**src/sv/bbox_quadtile_enumerator_macros.svh**
```systemverilog
// assertion helpers shared by the rtl
`ifndef BBOX_QUADTILE_ENUMERATOR_MACROS_SVH
`define BBOX_QUADTILE_ENUMERATOR_MACROS_SVH

// same-cycle implication, checked out of reset
`define BQE_ASSERT_SAME(label, clk, rst, ante, cons) \
   label: assert property (@(posedge clk) disable iff (rst) (ante) |-> (cons)) \
      else $error("assertion failed: same-cycle check");

// next-cycle implication, checked out of reset
`define BQE_ASSERT_NEXT(label, clk, rst, ante, cons) \
   label: assert property (@(posedge clk) disable iff (rst) (ante) |=> (cons)) \
      else $error("assertion failed: next-cycle check");

`endif

```
**src/sv/bqe_pkg.sv**
```systemverilog
package bqe_pkg;

   localparam int LON_STEP_LOG = 5;
   localparam int LAT_STEP_LOG = 6;

   localparam int COORD_W     = 16;
   localparam int CUR_W       = 17;
   localparam int SUM_W       = 18;
   localparam int FACET_W     = 10;
   localparam int FBITS_W     = 4;
   localparam int IDX_LOW_W   = 3;
   localparam int QUAD_W      = 32;
   localparam int GRAN_W      = 5;
   localparam int PART_W      = 6;

   localparam int REQ_DATA_W  = 80;
   localparam int RSP_DATA_W  = 88;

   localparam logic [SUM_W-1:0] LON_STEP = SUM_W'(1) << LON_STEP_LOG;
   localparam logic [SUM_W-1:0] LAT_STEP = SUM_W'(1) << LAT_STEP_LOG;

   localparam logic [FBITS_W-1:0] FBITS_RESET = 4'd3;
   localparam logic [FBITS_W-1:0] FBITS_MIN   = 4'd3;

   localparam logic [GRAN_W-1:0] GRAN_T0 = 5'd18;
   localparam logic [GRAN_W-1:0] GRAN_T1 = 5'd16;
   localparam logic [GRAN_W-1:0] GRAN_T2 = 5'd14;
   localparam logic [GRAN_W-1:0] GRAN_T3 = 5'd12;

   localparam logic CMD_LOAD = 1'b0;
   localparam logic CMD_NEXT = 1'b1;

   typedef enum logic [1:0] {
      ST_ACCEPT = 2'd0,
      ST_REJECT = 2'd1,
      ST_TILE   = 2'd2,
      ST_EMPTY  = 2'd3
   } status_type;

   localparam logic [2:0] SPLIT_TABLE [32] = '{
      3'd0, 3'd0, 3'd0, 3'd0, 3'd0, 3'd0, 3'd0, 3'd0,
      3'd0, 3'd1, 3'd1, 3'd1, 3'd2, 3'd3, 3'd4, 3'd4,
      3'd5, 3'd5, 3'd5, 3'd5, 3'd5, 3'd5, 3'd5, 3'd5,
      3'd5, 3'd5, 3'd6, 3'd7, 3'd7, 3'd7, 3'd7, 3'd7
   };

   typedef struct packed {
      logic [QUAD_W-1:0] quadtile;
      logic [GRAN_W-1:0] granularity;
      logic [PART_W-1:0] partition;
   } tile_info_type;

endpackage

```
**src/sv/bqe_tile_calc.sv**
```systemverilog
module bqe_tile_calc (
   input  logic [bqe_pkg::COORD_W-1:0]   lon,
   input  logic [bqe_pkg::COORD_W-1:0]   lat,
   input  logic [bqe_pkg::IDX_LOW_W-1:0] col_low,
   input  logic [bqe_pkg::IDX_LOW_W-1:0] row_low,
   input  logic [bqe_pkg::FACET_W-1:0]   facet,
   input  logic [bqe_pkg::FBITS_W-1:0]   facet_bits,
   output bqe_pkg::tile_info_type        info
);

   logic [bqe_pkg::QUAD_W-1:0]    quad;
   logic [bqe_pkg::IDX_LOW_W-1:0] zmask;
   logic [bqe_pkg::GRAN_W-1:0]    gran;
   logic [bqe_pkg::FBITS_W-1:0]   fb_eff;
   logic [bqe_pkg::FBITS_W-1:0]   fshift;
   logic [bqe_pkg::FACET_W-1:0]   fshifted;

   // longitude on odd bits, latitude on even bits
   always_comb begin
      quad = '0;
      for (int b = 0; b < bqe_pkg::COORD_W; b++) begin
         quad[2*b+1] = lon[b];
         quad[2*b]   = lat[b];
      end
   end

   // common trailing zeros of the column and row indices, capped at three
   assign zmask = col_low | row_low;

   always_comb begin
      if (zmask[0]) begin
         gran = bqe_pkg::GRAN_T0;
      end else if (zmask[1]) begin
         gran = bqe_pkg::GRAN_T1;
      end else if (zmask[2]) begin
         gran = bqe_pkg::GRAN_T2;
      end else begin
         gran = bqe_pkg::GRAN_T3;
      end
   end

   assign fb_eff   = (facet_bits < bqe_pkg::FBITS_MIN) ? bqe_pkg::FBITS_MIN : facet_bits;
   assign fshift   = fb_eff - bqe_pkg::FBITS_MIN;
   assign fshifted = facet >> fshift;

   assign info.quadtile    = quad;
   assign info.granularity = gran;
   assign info.partition   = {bqe_pkg::SPLIT_TABLE[quad[31:27]], fshifted[2:0]};

endmodule

```
**src/sv/bbox_quadtile_enumerator.sv**
```systemverilog
// channel  | direction | handshake               | payload
// req      | in        | req_tvalid/req_tready   | req_tdata, req_tuser (cmd)
// rsp      | out       | rsp_tvalid/rsp_tready   | rsp_tdata, rsp_tuser (status), rsp_tlast
// csr      | in        | csr_valid/csr_ready     | csr_data (facet_bits)
//
// one item per cycle while the output is not stalled: each accepted item is worked out in the same cycle from
// the box state and is registered in the result register.
// req_tready is high while the result register is empty or being drained.
// reset (synchronous) clears the box, drops any pending result, facet_bits = 3.
// csr_ready is always high.
`include "bbox_quadtile_enumerator_macros.svh"

module bbox_quadtile_enumerator (
   input  logic                             clock,
   input  logic                             reset,

   input  logic                             req_tvalid,
   output logic                             req_tready,
   // facet_id, lat_lo_q, lat_hi_q, lon_lo_q, lon_hi_q, zero pad
   input  logic [bqe_pkg::REQ_DATA_W-1:0]   req_tdata,
   // cmd
   input  logic                             req_tuser,

   output logic                             rsp_tvalid,
   input  logic                             rsp_tready,
   // quadtile, granularity, partition, tile_facet, tile_lon_q, tile_lat_q, zero pad
   output logic [bqe_pkg::RSP_DATA_W-1:0]   rsp_tdata,
   // status
   output logic [1:0]                       rsp_tuser,
   output logic                             rsp_tlast,

   input  logic                             csr_valid,
   output logic                             csr_ready,
   input  logic [bqe_pkg::FBITS_W-1:0]      csr_data
);

   localparam int CW = bqe_pkg::COORD_W;

   logic [bqe_pkg::FBITS_W-1:0]   facet_bits_ff;
   logic [CW-1:0]                 box_lat_lo_ff, box_lat_lo_in;
   logic [CW-1:0]                 box_lat_hi_ff, box_lat_hi_in;
   logic [CW-1:0]                 box_lon_hi_ff, box_lon_hi_in;
   logic [bqe_pkg::CUR_W-1:0]     cur_lon_ff, cur_lon_in;
   logic [bqe_pkg::CUR_W-1:0]     cur_lat_ff, cur_lat_in;
   logic [bqe_pkg::IDX_LOW_W-1:0] col_low_ff, col_low_in;
   logic [bqe_pkg::IDX_LOW_W-1:0] row_low_ff, row_low_in;
   logic [bqe_pkg::FACET_W-1:0]   held_facet_ff, held_facet_in;
   logic                          active_ff, active_in;

   logic                          rsp_valid_ff, rsp_valid_in;
   logic [bqe_pkg::RSP_DATA_W-1:0] rsp_data_ff, rsp_data_in;
   bqe_pkg::status_type           rsp_status_ff, rsp_status_in;
   logic                          rsp_last_ff, rsp_last_in;

   logic                          req_xfer;
   logic [bqe_pkg::FACET_W-1:0]   in_facet;
   logic [CW-1:0]                 in_lat_lo, in_lat_hi, in_lon_lo, in_lon_hi;
   logic [bqe_pkg::SUM_W-1:0]     nlat, nlon;
   logic                          lat_wrap, lon_done;
   bqe_pkg::tile_info_type        info;

   assign in_facet  = req_tdata[9:0];
   assign in_lat_lo = req_tdata[25:10];
   assign in_lat_hi = req_tdata[41:26];
   assign in_lon_lo = req_tdata[57:42];
   assign in_lon_hi = req_tdata[73:58];

   assign req_tready = !rsp_valid_ff || rsp_tready;
   assign req_xfer   = req_tvalid && req_tready;
   assign csr_ready  = 1'b1;

   bqe_tile_calc u_calc (
      .lon        (cur_lon_ff[CW-1:0]),
      .lat        (cur_lat_ff[CW-1:0]),
      .col_low    (col_low_ff),
      .row_low    (row_low_ff),
      .facet      (held_facet_ff),
      .facet_bits (facet_bits_ff),
      .info       (info)
   );

   assign nlat     = {1'b0, cur_lat_ff} + bqe_pkg::LAT_STEP;
   assign nlon     = {1'b0, cur_lon_ff} + bqe_pkg::LON_STEP;
   assign lat_wrap = nlat > {2'b00, box_lat_hi_ff};
   assign lon_done = nlon > {2'b00, box_lon_hi_ff};

   always_comb begin
      box_lat_lo_in = box_lat_lo_ff;
      box_lat_hi_in = box_lat_hi_ff;
      box_lon_hi_in = box_lon_hi_ff;
      cur_lon_in    = cur_lon_ff;
      cur_lat_in    = cur_lat_ff;
      col_low_in    = col_low_ff;
      row_low_in    = row_low_ff;
      held_facet_in = held_facet_ff;
      active_in     = active_ff;
      rsp_valid_in  = rsp_valid_ff && !rsp_tready;
      rsp_data_in   = rsp_data_ff;
      rsp_status_in = rsp_status_ff;
      rsp_last_in   = rsp_last_ff;

      if (req_xfer) begin
         rsp_valid_in = 1'b1;
         rsp_data_in  = '0;
         rsp_last_in  = 1'b0;
         if (req_tuser == bqe_pkg::CMD_LOAD) begin
            held_facet_in = in_facet;
            box_lat_lo_in = in_lat_lo;
            box_lat_hi_in = in_lat_hi;
            box_lon_hi_in = in_lon_hi;
            cur_lon_in    = {1'b0, in_lon_lo};
            cur_lat_in    = {1'b0, in_lat_lo};
            col_low_in    = '0;
            row_low_in    = '0;
            if (in_lat_lo > in_lat_hi || in_lon_lo > in_lon_hi) begin
               active_in     = 1'b0;
               rsp_status_in = bqe_pkg::ST_REJECT;
            end else begin
               active_in     = 1'b1;
               rsp_status_in = bqe_pkg::ST_ACCEPT;
            end
         end else if (!active_ff) begin
            rsp_status_in = bqe_pkg::ST_EMPTY;
         end else begin
            rsp_status_in = bqe_pkg::ST_TILE;
            rsp_data_in   = {3'b000, cur_lat_ff[CW-1:0], cur_lon_ff[CW-1:0],
                             held_facet_ff, info.partition, info.granularity,
                             info.quadtile};
            // latitude restarts at the low bound for every column
            if (lat_wrap) begin
               cur_lat_in = {1'b0, box_lat_lo_ff};
               row_low_in = '0;
               col_low_in = col_low_ff + 3'd1;
               cur_lon_in = nlon[bqe_pkg::CUR_W-1:0];
               if (lon_done) begin
                  active_in   = 1'b0;
                  rsp_last_in = 1'b1;
               end
            end else begin
               cur_lat_in = nlat[bqe_pkg::CUR_W-1:0];
               row_low_in = row_low_ff + 3'd1;
            end
         end
      end
   end

   always_ff @(posedge clock) begin
      if (reset) begin
         facet_bits_ff <= bqe_pkg::FBITS_RESET;
         box_lat_lo_ff <= '0;
         box_lat_hi_ff <= '0;
         box_lon_hi_ff <= '0;
         cur_lon_ff    <= '0;
         cur_lat_ff    <= '0;
         col_low_ff    <= '0;
         row_low_ff    <= '0;
         held_facet_ff <= '0;
         active_ff     <= 1'b0;
         rsp_valid_ff  <= 1'b0;
      end else begin
         if (csr_valid && csr_ready) begin
            facet_bits_ff <= csr_data;
         end
         box_lat_lo_ff <= box_lat_lo_in;
         box_lat_hi_ff <= box_lat_hi_in;
         box_lon_hi_ff <= box_lon_hi_in;
         cur_lon_ff    <= cur_lon_in;
         cur_lat_ff    <= cur_lat_in;
         col_low_ff    <= col_low_in;
         row_low_ff    <= row_low_in;
         held_facet_ff <= held_facet_in;
         active_ff     <= active_in;
         rsp_valid_ff  <= rsp_valid_in;
      end
   end

   always_ff @(posedge clock) begin
      rsp_data_ff   <= rsp_data_in;
      rsp_status_ff <= rsp_status_in;
      rsp_last_ff   <= rsp_last_in;
   end

   assign rsp_tvalid = rsp_valid_ff;
   assign rsp_tdata  = rsp_data_ff;
   assign rsp_tuser  = rsp_status_ff;
   assign rsp_tlast  = rsp_last_ff;

   `BQE_ASSERT_SAME(a_last_only_on_tile, clock, reset,
      rsp_valid_ff && rsp_last_ff, rsp_status_ff == bqe_pkg::ST_TILE)

   `BQE_ASSERT_SAME(a_gran_legal, clock, reset,
      rsp_valid_ff && rsp_status_ff == bqe_pkg::ST_TILE,
      rsp_data_ff[36:32] == bqe_pkg::GRAN_T0 || rsp_data_ff[36:32] == bqe_pkg::GRAN_T1 ||
      rsp_data_ff[36:32] == bqe_pkg::GRAN_T2 || rsp_data_ff[36:32] == bqe_pkg::GRAN_T3)

   `BQE_ASSERT_NEXT(a_idle_next_empty, clock, reset,
      req_xfer && req_tuser == bqe_pkg::CMD_NEXT && !active_ff,
      rsp_valid_ff && rsp_status_ff == bqe_pkg::ST_EMPTY)

   `BQE_ASSERT_NEXT(a_last_ends_box, clock, reset,
      req_xfer && req_tuser == bqe_pkg::CMD_NEXT && active_ff && lat_wrap && lon_done,
      !active_ff && rsp_last_ff)

endmodule
```
**config.mk**
```make
export PLATFORM = sky130hd
export DESIGN_NAME = bbox_quadtile_enumerator
export DESIGN_NICKNAME = d
export VERILOG_FILES = /design/src/sv/bqe_pkg.sv /design/src/sv/bqe_tile_calc.sv /design/src/sv/bbox_quadtile_enumerator.sv
export VERILOG_INCLUDE_DIRS = /design/src /design/src/sv
export SDC_FILE = /design/constraint.sdc
export NUM_CORES = 1
export LEC_CHECK = 0
export BUFFER_PORTS_ARGS = -buffer_cell sky130_fd_sc_hd__buf_2
export CAP_MARGIN = 20
export CORE_MARGIN = 1
export CORE_UTILIZATION = 50
export DETAILED_ROUTE_END_ITERATION = 10
export GPL_TIMING_DRIVEN = 0
export HOLD_SLACK_MARGIN = 0.12
export PLACE_DENSITY = 0.71
export SYNTH_ARGS = -nofsm -noshare
export SYNTH_HDL_FRONTEND = slang
export SYNTH_SLANG_ARGS = --single-unit
```
**constraint.sdc**
```tcl
create_clock -name clock -period 10.1 [get_ports clock]
set_clock_uncertainty 0.2 [all_clocks]
set_input_delay 1.515 -clock clock [delete_from_list [all_inputs] [get_ports clock]]
set_output_delay 1.515 -clock clock [all_outputs]
set_load 0.02 [all_outputs]
```
-- Word level (Yosys, flattened, before mapping)
Memories as Yosys holds them, arrays and structs flattened. A register that Yosys moved wholly into a read port is not among the register bits.
Index checks and enable logic that the tools add are counted.
- register bits: 195
- bits in read-only memories: 96
- input bits: 90
- memories: 1
- $add $sub $neg: 5
- magnitude comparators: 6
- equal/unequal tests: 2
- shift operators: 1
- muxes and demuxes: 28
- bitwise logic cells: 4
- reductions and logical operators: 13
- memories (memory ; words ; width ; rd ports ; clocked after memory_dff ; write ports ; RTL line ; source):
    (name not given) ; 32 ; 3 ; 1 ; 1 ; 0 ; bqe_tile_calc.sv:48 ; assign info.partition = {bqe_pkg::SPLIT_TABLE[quad[31:27]], fshifted[2:0]};
- operator list (kind ; count):
    2-to-1 mux 17 bit ; 6
    greater-than comparator 18 x 16 -> 1 bit ; 2
    greater-than comparator 16 bit ; 2
    2-to-1 mux 3 bit ; 8
    adder 17 x 6 -> 18 bit, second input constant ; 1
    adder 17 x 7 -> 18 bit, second input constant ; 1
    2-to-1 mux 5 bit ; 2
    right shift 10 x 4 -> 3 bit ; 1
    2-to-1 mux 1 bit ; 9
    adder 3 x 1 -> 3 bit, second input constant ; 2
    greater-or-equal comparator 6 bit, second input constant ; 1
    NOT 5 -> 6 bit ; 1
    AND reduction 2 bit ; 3
    AND reduction 3 bit ; 2
    < comparator 4 x 2 -> 1 bit, second input constant ; 1
    2-to-1 mux 2 bit ; 2
    2-to-1 mux 4 bit ; 1
    != test 2 x 1 -> 1 bit, second input constant ; 2
    OR reduction 4 bit ; 1
    subtractor 4 x 2 -> 4 bit, second input constant ; 1
    logical NOT 1 bit ; 3
    bitwise OR 3 bit ; 1
    logical AND 1 bit ; 2
    logical OR 1 bit ; 2
    NOT 1 bit ; 2

-- Logic depth before layout (Yosys ltp)
- depth after elaboration: 6
- depth in mapped cells: 14

-- Hierarchy
A second synthesis with hierarchy kept.
- cells, all modules: 1066
- area, all modules: 10088.4 um2
- by module, submodules not included (module ; instances ; cells each ; area an instance (um2) ; seq. area each (um2)):
    bbox_quadtile_enumerator ; 1 ; 971 ; 9346.5 ; 4724.5
    bqe_tile_calc ; 1 ; 95 ; 742.0 ; 0.0

-- Least setup slack after synthesis
Ideal clock, no wire load.
- path type: input to register
- start point: input rsp_tready
- end point: register cur_lon_ff[9] (netlist bit)
- library setup time: 0.137 ns
- arrival: 4.274 ns
- slack: 5.489 ns
- cell stages on the path: 9
- path buffers: 1
- cells stage by stage: nand2b_1 -> nand2_1 -> inv_1 -> o21ai_1 -> a31oi_2 -> nand2_2 -> buf_6 -> a21oi_1 -> o32ai_2
- word-level cells in the longest chain between the ends: 3
- ends and longest elaborated chain (item ; RTL line ; source):
    start: declaration ; bbox_quadtile_enumerator.sv:25 ; input logic rsp_tready,
    logical OR 1 bit ; bbox_quadtile_enumerator.sv:68 ; assign req_tready = !rsp_valid_ff || rsp_tready;
    logical AND 1 bit ; bbox_quadtile_enumerator.sv:69 ; assign req_xfer = req_tvalid && req_tready;
    named net req_xfer ; bbox_quadtile_enumerator.sv:55 ; logic req_xfer;
    AND reduction 3 bit (no source line) ; - ;
    end signal: assignment ; bbox_quadtile_enumerator.sv:167 ; cur_lon_ff <= cur_lon_in;
    end: declaration ; bbox_quadtile_enumerator.sv:43 ; logic [bqe_pkg::CUR_W-1:0] cur_lon_ff, cur_lon_in;
The timed path passes the listed nets, and every way through them passes these cells.
A chain may end at the register's enable or synchronous reset.

-- Worst setup path in the final report
- start point: input rsp_tready
- end point: register box_lat_lo_ff[3]
- word-level cells in the longest chain between the ends: 3
- ends and longest elaborated chain (item ; RTL line ; source):
    logical OR 1 bit ; bbox_quadtile_enumerator.sv:68 ;
    logical AND 1 bit ; bbox_quadtile_enumerator.sv:69 ;
    named net req_xfer ; bbox_quadtile_enumerator.sv:55 ;
    AND reduction 2 bit (no source line) ; - ;
    end signal: assignment ; bbox_quadtile_enumerator.sv:164 ; box_lat_lo_ff <= box_lat_lo_in;
    end: declaration ; bbox_quadtile_enumerator.sv:40 ; logic [CW-1:0] box_lat_lo_ff, box_lat_lo_in;
The timed path passes the listed nets, and every way through them passes these cells.

==> flow_metrics.env <==
export IMPL_status="complete, no violations"
export IMPL_power_frac_clock_pct=38.7
export IMPL_grt_pass1_wl_um=35950
export IMPL_p_leak_nw=4.679
export IMPL_drc=0
export IMPL_antenna_found_initial=0
export IMPL_cp_common_cell="nand2_1"
export IMPL_yosysWarnings=0
export IMPL_ant_nets=0
export IMPL_slew_viol_final=0
export IMPL_required_ns=10.26
export IMPL_synth_commonest_cells="nand2_1 (159), dfxtp_1 (104), a21oi_1 (94), inv_1 (88), ha_1 (69)"
export IMPL_yosysUniqueCellTypes=67
export IMPL_cts_buffers=17
export IMPL_p_total_mw=1.635
export IMPL_fmax_ghz=0.2568
export IMPL_place_detailed_hpwl_um=17290
export IMPL_die_x_um=133.9
export IMPL_synth_edf_count=54
export IMPL_ios=184
export IMPL_syn_to_final_growth_pct=19.98
export IMPL_worst_setup_path_start_kind="input port"
export IMPL_synthCells=964
export IMPL_hold_class="reg -> reg"
export IMPL_critPathTopFamily="buffers and inverters"
export IMPL_cp_slowest_cell="buf_1"
export IMPL_path_max_fanout=44
export IMPL_die_y_um=133.9
export IMPL_ys_ff_latch=158
export IMPL_cp_arrival_ns=4.05
export IMPL_grt_pass1_vias=6921
export IMPL_routedWlPerCell_um=16.40
export IMPL_grt_total_usage_pct=26.11
export IMPL_synth_area_per_cell_um2=9.028
export IMPL_cts_hold_buf=0
export IMPL_timing_setup_tns_ns=0
export IMPL_p_int_mw=1.152
export IMPL_worst_slew_pin_slew_ns=0.7878
export IMPL_finalHoldViolations=0
export IMPL_rows=47
export IMPL_grt_overflow=0
export IMPL_slew_headroom_pct=47.48
export IMPL_clk_pin_slew_ns=0.07
export IMPL_switching_share_pct=29.54
export IMPL_yosysMostFrequentCell="nand2_1"
export IMPL_layout_min_cycle_time_ns=3.895
export IMPL_cts_resized=0
export IMPL_avgViaCountPerCell=5.432
export IMPL_power_frac_seq_pct=43.3
export IMPL_cts_root_buf="clkbuf_16"
export IMPL_syn_area_mm2=0.008703
export IMPL_synth_top_area_share_pct=23.92
export IMPL_crit_buf_inv=5
export IMPL_nets=1317
export IMPL_gp_congestion=0.8600
export IMPL_critPathCaptureType="flop"
export IMPL_clockBufferDepth=2
export IMPL_switchingPower_mw=0.4830
export IMPL_clock_latency_ns=0.43
export IMPL_core_area_mm2=0.01676
export IMPL_critPathMaxStageDelay_ns=0.57
export IMPL_synth_ff_type="dfxtp_1"
export IMPL_wirelength_um=22810
export IMPL_path_class="in -> reg"
export IMPL_fin_util_pct=62.31
export IMPL_min_period_over_period_pct=38.56
export IMPL_first_pass_iters=5
export IMPL_die_area_mm2=0.01794
export IMPL_combPwrFrac_pct=18.0
export IMPL_synth_area_top_cells="dfxtp_1 (24%), edfxtp_1 (19%), ha_1 (9.9%), nand2_1 (6.9%), a21oi_1 (5.4%)"
export IMPL_io_buffer_count=171
export IMPL_cts_htree_levels=4
export IMPL_synth_top_area_cell="dfxtp_1"
export IMPL_grt_max_degree=45
export IMPL_drt_iter0_drc=517
export IMPL_clock_sinks=158
export IMPL_maxCapViolCount=0
export IMPL_post_cts_buffers=0
export IMPL_layout_drive_gt1_share_pct=23.57
export IMPL_start_util_pct=51.93
export IMPL_routed_via_count=7556
export IMPL_setup_viol=0
export IMPL_path_cells="buf_2 > nand2b_1 > nand2_1 > inv_2 > buf_12 > nand2_1 > clkbuf_1 > buf_1 > nand2_1 > a21oi_1"
export IMPL_cts_tree="done"
export IMPL_antenna_cells=0
export IMPL_ir_drop_mv=0.1423
export IMPL_synth_seq_area_share_pct=42.55
export IMPL_powerDensity_mw_per_mm2=156.6
export IMPL_rsz0062_at_grt="false"
export IMPL_r2r_slack_ns=6.60
export IMPL_ys_async_sr_fraction_pct=0
placed cells by master, fill, tap and decap left out, drive strengths merged, types with 5 or more instances in the layout:
cell    synthesis  final
buf            49    221
nand2         160    160
dfxtp         104    104
inv            88     95
a21oi          94     94
ha             69     69
edfxtp         54     54
clkbuf         36     53
nor2           51     51
and3           36     36
mux2i          29     29
o21ai          18     18
nand4          16     16
o22ai          14     14
nand3          12     12
xnor2          11     11
nor3           11     11
xor2           10     10
a22oi          10     10
a211oi          8      8
nand2b          6      6
a21o            6      6
mux2            6      6
and4            5      5
or3             5      5
o221ai          5      5
conb            2      5
o32ai           5      5
per-stage QoR:
stage,std cells,cell area [um2],hold slack (ns),worst slack [ns]
final,1391,10440,0.2556,6.205
after global routing,1391,10440,0.2695,6.039
after CTS,1391,10440,0.2566,6.297
after detailed placement,1359,9866,0.2470,5.872
after global placement,1358,9846,0.2426,4.351
after floorplan,967,8715,0.2324,5.489
worst reg2reg max path: cells and delay by family (launching register included):
family	cells	cell delay, ns
fa+ha+maj	2	0.42
compound gates	2	0.33
mux	1	0.32
buf+inv	1	0.21
simple gates	6	1.24
flops	1	0.42
xor+xnor	1	0.27
layout make-up:
type	count	area [um2]
sequential	158	3704
inverter	89	334.1
clock buffer	17	425.4
tap	220	275.3
timing repair buffer	172	875.8
multi-input combinational	635	4182
fill	1450	6317
clock inverter	15	151.4
buffer	85	495.5
flip-flops by register name, indices dropped and copies added (netlist names), 2 cells and up:
signal         flops
cur_lon_ff        17
cur_lat_ff        17
held_facet_ff     10
rsp_tuser          2
facet_bits_ff      4
box_lat_hi_ff     16
box_lon_hi_ff     16
col_low_ff         3
rsp_tdata         51
box_lat_lo_ff     16
row_low_ff         3
path summary, 6_finish.rpt:
path	depth (start not counted)	start	end
max	10	rsp_tready	box_lat_lo_ff[3]
min	2	box_lat_hi_ff[6]	box_lat_hi_ff[6]
max reg2reg	13	cur_lat_ff[6]	cur_lat_ff[0]
min reg2reg	2	box_lat_hi_ff[6]	box_lat_hi_ff[6]
kinds of logic after synthesis:
group           share of synthesized area, %
xor+xnor                               2.113
flops                                  42.55
mux                                    5.190
compound gates                         13.67
other cells                          0.08629
simple gates                           16.94
fa+ha+maj                              9.920
buf+inv                                9.531
layer usage:
layer / part of all wire [%] / vias to the layer above / GRT usage [%]
li1: - / 3708 / -
met1: 45 / 3497 / 35.92
met2: 45 / 310 / 40.53
met3: 7.2 / 41 / 4.913
met4: 2.3 / 0 / 10.16
met5: 0 / - / 0
power by group through the flow:
stage	Combinational [mW]	Clock, mW	Sequential [mW]
floorplan	0.187	0	0.731
global placement	0.286	0	0.722
detailed placement	0.292	0	0.721
CTS	0.293	0.637	0.708
global route	0.322	0.662	0.712
finish	0.294	0.632	0.708
Power figures use the tool's default switching activity.
